--- src/hw/rtl/smps_pkg.sv ---
// Shared types and constants for the stepper move/pause sequencer.
// No dependencies; compile first.
package smps_pkg;

  localparam int unsigned MoveW   = 10;
  localparam int unsigned IntW    = 14;
  localparam int unsigned PauseW  = 16;
  localparam int unsigned WaitW   = 16;
  localparam int unsigned AddrW   = 5;
  localparam int unsigned DataW   = 32;

  localparam logic [MoveW-1:0]  MoveRst  = 10'd100;
  localparam logic [MoveW-1:0]  RampRst  = 10'd20;
  localparam logic [IntW-1:0]   IntRst   = 14'd20;
  localparam logic [PauseW-1:0] PauseRst = 16'd2000;

  // register index, byte address is 4x this
  typedef enum logic [2:0] {
    REG_MOVE  = 3'd0,
    REG_RAMP  = 3'd1,
    REG_INT   = 3'd2,
    REG_PAUSE = 3'd3,
    REG_DIR   = 3'd4
  } reg_idx_t;

  typedef struct packed {
    logic [MoveW-1:0]  move_steps;
    logic [MoveW-1:0]  ramp_steps;
    logic [IntW-1:0]   step_interval_ms;
    logic [PauseW-1:0] pause_ms;
    logic              direction;
  } cfg_t;

  typedef struct packed {
    logic             step_pulse;
    logic             dir_level;
    logic             in_pause;
    logic [MoveW-1:0] steps_done;
  } res_t;

endpackage

--- src/hw/rtl/smps_in_if.sv ---
// Input channel: one word per millisecond tick slot.
// Depends on nothing.
interface smps_in_if;
  logic valid;
  logic ready;
  logic ms_tick;

  modport source (output valid, output ms_tick, input ready);
  modport sink   (input valid, input ms_tick, output ready);
endinterface

--- src/hw/rtl/smps_out_if.sv ---
// Result channel: step pulse, direction, phase and step count.
// Depends on nothing.
interface smps_out_if;
  logic       valid;
  logic       ready;
  logic       step_pulse;
  logic       dir_level;
  logic       in_pause;
  logic [9:0] steps_done;

  modport source (output valid, output step_pulse, output dir_level,
                  output in_pause, output steps_done, input ready);
  modport sink   (input valid, input step_pulse, input dir_level,
                  input in_pause, input steps_done, output ready);
endinterface

--- src/hw/rtl/stepper_move_pause_sequencer.sv ---
// Top level of the stepper move/pause sequencer: input register, state update,
// result register and settings port. Depends on smps_pkg, smps_in_if,
// smps_out_if, smps_cfg and smps_core.
//
//   channel   direction  handshake             word
//   in_chan   in         valid/ready           ms_tick
//   out_chan  out        valid/ready           step_pulse, dir_level, in_pause, steps_done
//   cfg       in         psel/penable, pready  5 registers at byte address 4*i
//
// One word in, one word out; a new word is taken every cycle unless the
// result stalls. A word passes the input register, then the state update
// feeding the result register. The state update is one compare, decrement and reload.
// rst_n is synchronous: state clears to rotate phase, count zero, step on the
// first tick, and the settings return to their defaults.
// A stalled result holds the result register; the input register then holds
// too, and in_chan.ready drops once both are full.
module stepper_move_pause_sequencer (
  input  logic                        clk,
  input  logic                        rst_n,
  smps_in_if.sink                     in_chan,
  smps_out_if.source                  out_chan,
  input  logic                        psel,
  input  logic                        penable,
  input  logic                        pwrite,
  input  logic [smps_pkg::AddrW-1:0]  paddr,
  input  logic [smps_pkg::DataW-1:0]  pwdata,
  output logic [smps_pkg::DataW-1:0]  prdata,
  output logic                        pready
);
  import smps_pkg::*;

  cfg_t cfg;
  res_t res;
  res_t res_r;

  logic s1_valid_r, s1_valid_nxt;
  logic s1_tick_r;
  logic out_valid_r, out_valid_nxt;
  logic s1_adv;
  logic in_acc;

  smps_cfg u_cfg (
    .clk     (clk),
    .rst_n   (rst_n),
    .psel    (psel),
    .penable (penable),
    .pwrite  (pwrite),
    .paddr   (paddr),
    .pwdata  (pwdata),
    .prdata  (prdata),
    .pready  (pready),
    .cfg     (cfg)
  );

  smps_core u_core (
    .clk   (clk),
    .rst_n (rst_n),
    .adv   (s1_adv),
    .tick  (s1_tick_r),
    .cfg   (cfg),
    .res   (res)
  );

  // advance the input word whenever the result register is free or draining
  assign s1_adv        = s1_valid_r & (~out_valid_r | out_chan.ready);
  assign in_chan.ready = ~s1_valid_r | s1_adv;
  assign in_acc        = in_chan.valid & in_chan.ready;

  assign s1_valid_nxt  = in_acc | (s1_valid_r & ~s1_adv);
  assign out_valid_nxt = s1_adv | (out_valid_r & ~out_chan.ready);

  always_ff @(posedge clk) begin
    if (!rst_n) begin
      s1_valid_r  <= 1'b0;
      out_valid_r <= 1'b0;
    end else begin
      s1_valid_r  <= s1_valid_nxt;
      out_valid_r <= out_valid_nxt;
    end
  end

  // payload registers: load on capture, hold otherwise
  always_ff @(posedge clk) begin
    if (in_acc) begin
      s1_tick_r <= in_chan.ms_tick;
    end
    if (s1_adv) begin
      res_r <= res;
    end
  end

  assign out_chan.valid      = out_valid_r;
  assign out_chan.step_pulse = res_r.step_pulse;
  assign out_chan.dir_level  = res_r.dir_level;
  assign out_chan.in_pause   = res_r.in_pause;
  assign out_chan.steps_done = res_r.steps_done;

  // a word moved out of the input register lands in the result register
  a_adv_lands: assert property (@(posedge clk) disable iff (!rst_n)
    s1_adv |=> out_valid_r)
    else $error("advanced word did not reach the result register");

  // direction is held low throughout the pause
  a_pause_dir: assert property (@(posedge clk) disable iff (!rst_n)
    (out_valid_r && res_r.in_pause) |-> !res_r.dir_level)
    else $error("direction driven during pause");

  // a step pulse always leaves a non-zero count
  a_pulse_cnt: assert property (@(posedge clk) disable iff (!rst_n)
    (out_valid_r && res_r.step_pulse) |-> (res_r.steps_done != '0))
    else $error("step pulse with zero count");
endmodule

--- src/hw/rtl/smps_cfg.sv ---
// APB-style register file for the sequencer settings.
// Depends on smps_pkg.
module smps_cfg (
  input  logic                        clk,
  input  logic                        rst_n,
  input  logic                        psel,
  input  logic                        penable,
  input  logic                        pwrite,
  input  logic [smps_pkg::AddrW-1:0]  paddr,
  input  logic [smps_pkg::DataW-1:0]  pwdata,
  output logic [smps_pkg::DataW-1:0]  prdata,
  output logic                        pready,
  output smps_pkg::cfg_t              cfg
);
  import smps_pkg::*;

  cfg_t     cfg_r;
  logic     wr_en;
  reg_idx_t idx;

  assign pready = 1'b1;
  assign wr_en  = psel & penable & pwrite;
  assign idx    = reg_idx_t'(paddr[AddrW-1:2]);
  assign cfg    = cfg_r;

  always_ff @(posedge clk) begin
    if (!rst_n) begin
      cfg_r.move_steps       <= MoveRst;
      cfg_r.ramp_steps       <= RampRst;
      cfg_r.step_interval_ms <= IntRst;
      cfg_r.pause_ms         <= PauseRst;
      cfg_r.direction        <= 1'b0;
    end else if (wr_en) begin
      unique case (idx)
        REG_MOVE:  cfg_r.move_steps       <= pwdata[MoveW-1:0];
        REG_RAMP:  cfg_r.ramp_steps       <= pwdata[MoveW-1:0];
        REG_INT:   cfg_r.step_interval_ms <= pwdata[IntW-1:0];
        REG_PAUSE: cfg_r.pause_ms         <= pwdata[PauseW-1:0];
        REG_DIR:   cfg_r.direction        <= pwdata[0];
        default: ;
      endcase
    end
  end

  always_comb begin
    unique case (idx)
      REG_MOVE:  prdata = {{(DataW-MoveW){1'b0}}, cfg_r.move_steps};
      REG_RAMP:  prdata = {{(DataW-MoveW){1'b0}}, cfg_r.ramp_steps};
      REG_INT:   prdata = {{(DataW-IntW){1'b0}}, cfg_r.step_interval_ms};
      REG_PAUSE: prdata = {{(DataW-PauseW){1'b0}}, cfg_r.pause_ms};
      REG_DIR:   prdata = {{(DataW-1){1'b0}}, cfg_r.direction};
      default:   prdata = '0;
    endcase
  end
endmodule

--- src/hw/rtl/smps_core.sv ---
// Sequencer state (phase, countdown, step count) and its per-word update.
// Depends on smps_pkg.
module smps_core (
  input  logic           clk,
  input  logic           rst_n,
  input  logic           adv,
  input  logic           tick,
  input  smps_pkg::cfg_t cfg,
  output smps_pkg::res_t res
);
  import smps_pkg::*;

  logic              phase_r, phase_nxt;
  logic [WaitW-1:0]  wait_r, wait_nxt;
  logic [MoveW-1:0]  count_r, count_nxt;

  logic              pulse;
  logic [MoveW-1:0]  count_inc;
  logic [WaitW-1:0]  base;
  logic [WaitW-1:0]  gap_m1;
  logic              slow;

  always_comb begin
    count_inc = count_r + 1'b1;
    // zero interval behaves as one tick
    base = (cfg.step_interval_ms == '0) ? WaitW'(1)
                                         : WaitW'(cfg.step_interval_ms);
    slow = (count_inc < cfg.ramp_steps) ||
           ((cfg.ramp_steps <= cfg.move_steps) &&
            (count_inc > (cfg.move_steps - cfg.ramp_steps)));
    // slow rate is three times the base gap
    gap_m1 = slow ? ((base << 1) + base - 1'b1) : (base - 1'b1);

    phase_nxt = phase_r;
    wait_nxt  = wait_r;
    count_nxt = count_r;
    pulse     = 1'b0;
    if (tick) begin
      priority if (wait_r != '0) begin
        wait_nxt = wait_r - 1'b1;
      end else if (!phase_r) begin
        pulse     = 1'b1;
        count_nxt = count_inc;
        wait_nxt  = gap_m1;
        if (count_inc >= cfg.move_steps) begin
          phase_nxt = 1'b1;
          wait_nxt  = (cfg.pause_ms == '0) ? '0 : cfg.pause_ms - 1'b1;
        end
      end else begin
        // pause over: restart the move
        phase_nxt = 1'b0;
        count_nxt = '0;
        wait_nxt  = '0;
      end
    end

    res.step_pulse = pulse;
    res.dir_level  = phase_nxt ? 1'b0 : cfg.direction;
    res.in_pause   = phase_nxt;
    res.steps_done = count_nxt;
  end

  always_ff @(posedge clk) begin
    if (!rst_n) begin
      phase_r <= 1'b0;
      wait_r  <= '0;
      count_r <= '0;
    end else if (adv) begin
      phase_r <= phase_nxt;
      wait_r  <= wait_nxt;
      count_r <= count_nxt;
    end
  end
endmodule
--- src/flat_wrapper.sv ---
// flat-port wrapper written by rule: the top's interface ports become plain ports
module stepper_move_pause_sequencer_flat import smps_pkg::*;
  (clk, rst_n, psel, penable, pwrite, paddr, pwdata, prdata, pready, in_chan_valid, in_chan_ms_tick, in_chan_ready, out_chan_valid, out_chan_step_pulse, out_chan_dir_level, out_chan_in_pause, out_chan_steps_done, out_chan_ready);
  smps_in_if in_chan_i ();
  smps_out_if out_chan_i ();
  input  logic clk;
  input  logic rst_n;
  input  logic psel;
  input  logic penable;
  input  logic pwrite;
  input  logic [smps_pkg::AddrW-1:0] paddr;
  input  logic [smps_pkg::DataW-1:0] pwdata;
  output logic [smps_pkg::DataW-1:0] prdata;
  output logic pready;
  input wire logic [$bits(in_chan_i.valid)-1:0] in_chan_valid;
  input wire logic [$bits(in_chan_i.ms_tick)-1:0] in_chan_ms_tick;
  output wire logic [$bits(in_chan_i.ready)-1:0] in_chan_ready;
  output wire logic [$bits(out_chan_i.valid)-1:0] out_chan_valid;
  output wire logic [$bits(out_chan_i.step_pulse)-1:0] out_chan_step_pulse;
  output wire logic [$bits(out_chan_i.dir_level)-1:0] out_chan_dir_level;
  output wire logic [$bits(out_chan_i.in_pause)-1:0] out_chan_in_pause;
  output wire logic [$bits(out_chan_i.steps_done)-1:0] out_chan_steps_done;
  input wire logic [$bits(out_chan_i.ready)-1:0] out_chan_ready;
  assign in_chan_i.valid = in_chan_valid;
  assign in_chan_i.ms_tick = in_chan_ms_tick;
  assign in_chan_ready = in_chan_i.ready;
  assign out_chan_valid = out_chan_i.valid;
  assign out_chan_step_pulse = out_chan_i.step_pulse;
  assign out_chan_dir_level = out_chan_i.dir_level;
  assign out_chan_in_pause = out_chan_i.in_pause;
  assign out_chan_steps_done = out_chan_i.steps_done;
  assign out_chan_i.ready = out_chan_ready;
  stepper_move_pause_sequencer u_core (.clk(clk), .rst_n(rst_n), .in_chan(in_chan_i), .out_chan(out_chan_i), .psel(psel), .penable(penable), .pwrite(pwrite), .paddr(paddr), .pwdata(pwdata), .prdata(prdata), .pready(pready));
endmodule
--- config.mk ---
export PLATFORM = sky130hd
export DESIGN_NAME = stepper_move_pause_sequencer_flat
export DESIGN_NICKNAME = d
export VERILOG_FILES = /design/src/hw/rtl/smps_pkg.sv /design/src/hw/rtl/smps_in_if.sv /design/src/hw/rtl/smps_out_if.sv /design/src/hw/rtl/stepper_move_pause_sequencer.sv /design/src/hw/rtl/smps_cfg.sv /design/src/hw/rtl/smps_core.sv /design/src/flat_wrapper.sv
export SDC_FILE = /design/constraint.sdc
export NUM_CORES = 1
export LEC_CHECK = 0
export ABC_AREA = 1
export BUFFER_PORTS_ARGS = -buffer_cell sky130_fd_sc_hd__buf_2
export CAP_MARGIN = 25
export CELL_PAD_IN_SITES_DETAIL_PLACEMENT = 1
export CELL_PAD_IN_SITES_GLOBAL_PLACEMENT = 1
export CORE_UTILIZATION = 35
export DETAILED_ROUTE_END_ITERATION = 8
export PLACE_DENSITY = 0.82
export SYNTH_ARGS = -nofsm -noshare
export SYNTH_HDL_FRONTEND = slang
export SYNTH_SLANG_ARGS = --single-unit
--- constraint.sdc ---
create_clock -name clk -period 3.1 [get_ports clk]
set_input_delay 0.62 -clock clk [delete_from_list [all_inputs] [get_ports clk]]
set_output_delay 0.62 -clock clk [all_outputs]
set_load 0.05 [all_outputs]
==> flow_summary.json <==
{
  "outcome": "complete, but fails checks",
  "violations": "setup timing",
  "fin_cells": 1599,
  "netlist_area_um2": 7841,
  "port_buffers": 57,
  "dp_hpwl_um": 21820,
  "wl_per_cell_um": 18.81,
  "cts_buffers": 9,
  "critPathMaxFanout": 8,
  "yosys_warnings": 0,
  "num_antenna_cells": 0,
  "die_x_um": 151.7,
  "drt-initial-drc-count": 544,
  "synthArstFlopShare": 0,
  "power.leakage_nw": 4.846,
  "cts_sinks": 94,
  "synth_common_cells": "228 x nand2_1, 164 x inv_1, 123 x a21oi_1",
  "ir_worst_vdd_mv": 0.2171,
  "areaGrowthSynthToFinish_pct": 29.87,
  "initial_core_util": 0.3582,
  "synth_top_area_frac": 0.2042,
  "drive_gt1_frac": 0.2919,
  "max_slew_margin": 0.5091,
  "grt_max_degree": 65,
  "drv_slew": 0,
  "rsz0062_at_grt": "true",
  "dp_cells": 1549,
  "yosys.cell_types.count": 54,
  "synth_top_flop_cell": "dfxtp_1",
  "tritoncts": "done",
  "skew_ns": 0.006181,
  "setup_slack_ns": -0.2201,
  "cp-start-kind": "register",
  "fp.coreArea_um2": 21890,
  "overflow": 0,
  "drt-vias-per-instance": 5.440,
  "synthTopCellsByArea": "dfxtp_1 20%, ha_1 12%, nand2_1 11%",
  "drt-total-wl_um": 30080,
  "p_total_mw": 3.871,
  "io_pins": 93,
  "worstPathCellList": "inv_2 -> ha_4 -> nand2_1 -> inv_1 -> nand4_1 -> o211ai_1 -> nand2_1 -> nand2_2 -> a21oi_2 -> xor2_1 -> ha_1 -> nand2_2 -> nor2_4 -> and2_4 -> o21ai_2 -> nand3_2 -> nand3_4 -> nand2_8 -> buf_6 -> a21oi_2 -> o21ai_1 -> nand2_1 -> a21oi_2",
  "cp.required_ns": 3.39,
  "end_kind": "register",
  "ys_ff_latch": 94,
  "timing.fmax_mhz": 301.2,
  "synth-edff-count": 14,
  "dpl_worst_slack_ns": -0.4733,
  "grt_use_total": 0.2525,
  "worst_pin_slew_ns": 0.7356,
  "hold_viol": 0,
  "die_area_um2": 23010,
  "synth.largest_area_cell": "dfxtp_1",
  "vias": 8699,
  "gp_congestion": 0.8625,
  "clock-root-buffer": "clkbuf_16",
  "grt_pass1_wl_um": 44550,
  "power.density_nw_per_um2": 380.1,
  "std_cell_rows": 54,
  "period_needed_ns": 3.320,
  "clkTransAtPathRegs_ns": 0.07,
  "htree_levels": 3,
  "drc": 0,
  "drt_first_pass_iters": 4,
  "antenna_found_initial": 0,
  "ys_seq_area_frac": 0.2579,
  "fin_util": 0.4652,
  "die_y_um": 151.7,
  "netlist_instances": 1148,
  "cts_buffer_depth": 2,
  "cp_slowest_cell": "ha_1",
  "hp-class": "in2reg",
  "cp.arrival_ns": 3.61,
  "tns_ns": -2.596,
  "nNetsFinal": 1438,
  "path_class": "reg2reg",
  "grt_pass1_vias": 8834,
  "insertion_delay_ns": 0.35,
  "cpPeakStageDelay_ns": 0.36,
  "syn_avg_cell_area_um2": 6.830,
  "maxCapViolCount": 0,
  "period_share": 1.071,
  "ant_nets": 0,
  "setup_viol": 15,
  "synth_most_common_cell": "nand2_1"
}
==> routing by layer <==
layer | vias up | GRT usage | part of all wire
met1 | 4236 | 0.3158 | 0.43
met2 | 291 | 0.4325 | 0.49
met5 | - | 0 | 0
li1 | 4095 | - | -
met3 | 77 | 0.04012 | 0.051
met4 | 0 | 0.09554 | 0.036
==> kinds of logic (layout without fill, tap and decap cells) <==
logic type | Yosys count | count (layout) | share of synthesized area
AOI/OAI and AO/OA | 276 | 276 | 0.1985
xor gates and xnor gates | 45 | 45 | 0.05026
adders and majority gates | 79 | 79 | 0.1280
buffers and inverters | 222 | 378 | 0.1190
DFF | 94 | 94 | 0.2579
other | 2 | 17 | 0.0009578
and+or+nand+nor | 430 | 430 | 0.2454
==> worst paths after layout <==
| path | start | endpoint | cells past startpoint | slack (ns) |
|---|---|---|---|---|
| worst min-delay path | in_chan_ms_tick | u_core.s1_tick_r$_DFFE_PP_ | 1 | 0.44 |
| worst max-delay path | u_core.u_cfg.cfg[37]$_SDFFE_PN0P_ | u_core.u_core.wait_r[4]$_SDFFE_PN0P_ | 23 | -0.22 |
| worst min register to register | u_core.s1_valid_r$_SDFF_PN0_ | u_core.out_chan.valid$_SDFF_PN0_ | 2 | 0.49 |
| worst max register to register | u_core.u_cfg.cfg[37]$_SDFFE_PN0P_ | u_core.u_core.wait_r[4]$_SDFFE_PN0P_ | 23 | -0.22 |
==> cell type report <==
cell class / count / area, um^2
clock buffer: 9 / 225.2
clock inverter: 7 / 72.57
fill: 2800 / 11710
inverter: 176 / 680.7
multi-input combinational: 847 / 5515
sequential: 94 / 2037
tap: 280 / 350.3
timing repair buffer: 186 / 1303
==> repair_timing <==
| item | 4_1_cts | 5_1_grt |
|---|---|---|
| setup endpoints to repair | 19 | 20 |
| hold buffers | 0 | 0 |
| pin swaps | 30 | 45 |
| buffers inserted | 21 | 15 |
| gates resized for setup | 58 | 117 |
==> report_power, final <==
part	leakage, nW	total [mW]	internal [mW]	switching, mW
combinational	3.92	1.40	0.497	0.899
clock	0.142	1.15	0.628	0.523
sequential	0.789	1.33	1.29	0.0400
==> cells in the final DEF (no fill, tap or decap), drive strengths merged <==
cell / synthesis / layout
o21a: 2 / 2
nand3b: 4 / 4
bufinv: 0 / 1
xnor2: 10 / 10
and2: 1 / 1
a21o: 2 / 2
ha: 77 / 77
a221oi: 1 / 1
clkinvlp: 0 / 2
nor3: 20 / 20
clkbuf: 21 / 9
nand2: 232 / 232
nor4: 3 / 3
o21ai: 105 / 105
a31o: 1 / 1
a211oi: 2 / 2
or2: 3 / 3
buf: 25 / 186
a31oi: 2 / 2
o22ai: 7 / 7
conb: 2 / 17
nand3: 67 / 67
edfxtp: 14 / 14
o21bai: 4 / 4
nor2: 88 / 88
o2111ai: 9 / 9
xor2: 35 / 35
nand4: 11 / 11
a21oi: 126 / 126
fa: 2 / 2
dfxtp: 80 / 80
clkinv: 1 / 4
inv: 175 / 176
o211ai: 13 / 13
a21boi: 2 / 2
and3: 1 / 1
==> critical path, delay by kind of cell (launching register included) <==
kind	cells	cell delay (ns)
buffers and inverters	3	0.27
AO/OA/AOI/OAI	6	0.54
XOR/XNOR	1	0.17
AND/OR/NAND/NOR	11	1.30
flip-flops	1	0.34
adder cells (fa/ha/maj)	2	0.63
==> through the flow <==
| step | hold slack, ns | area [um^2] |
|---|---|---|
| global placement | 0.4529 | 8981 |
| CTS | 0.4318 | 9639 |
| floorplan | 0.4434 | 7898 |
| detailed placement | 0.4773 | 8981 |
| finish | 0.4431 | 10180 |
| global route | 0.4299 | 10180 |
==> flip-flops by register name, summed over array words and instances, names as in the netlist, 10 cells and up <==
signal and count:
u_core.out_chan.steps_done 10, u_core.u_cfg.cfg 51, u_core.u_core.count_r 10, u_core.u_core.wait_r 16
No activity file was read; power rests on OpenSTA's default activity.
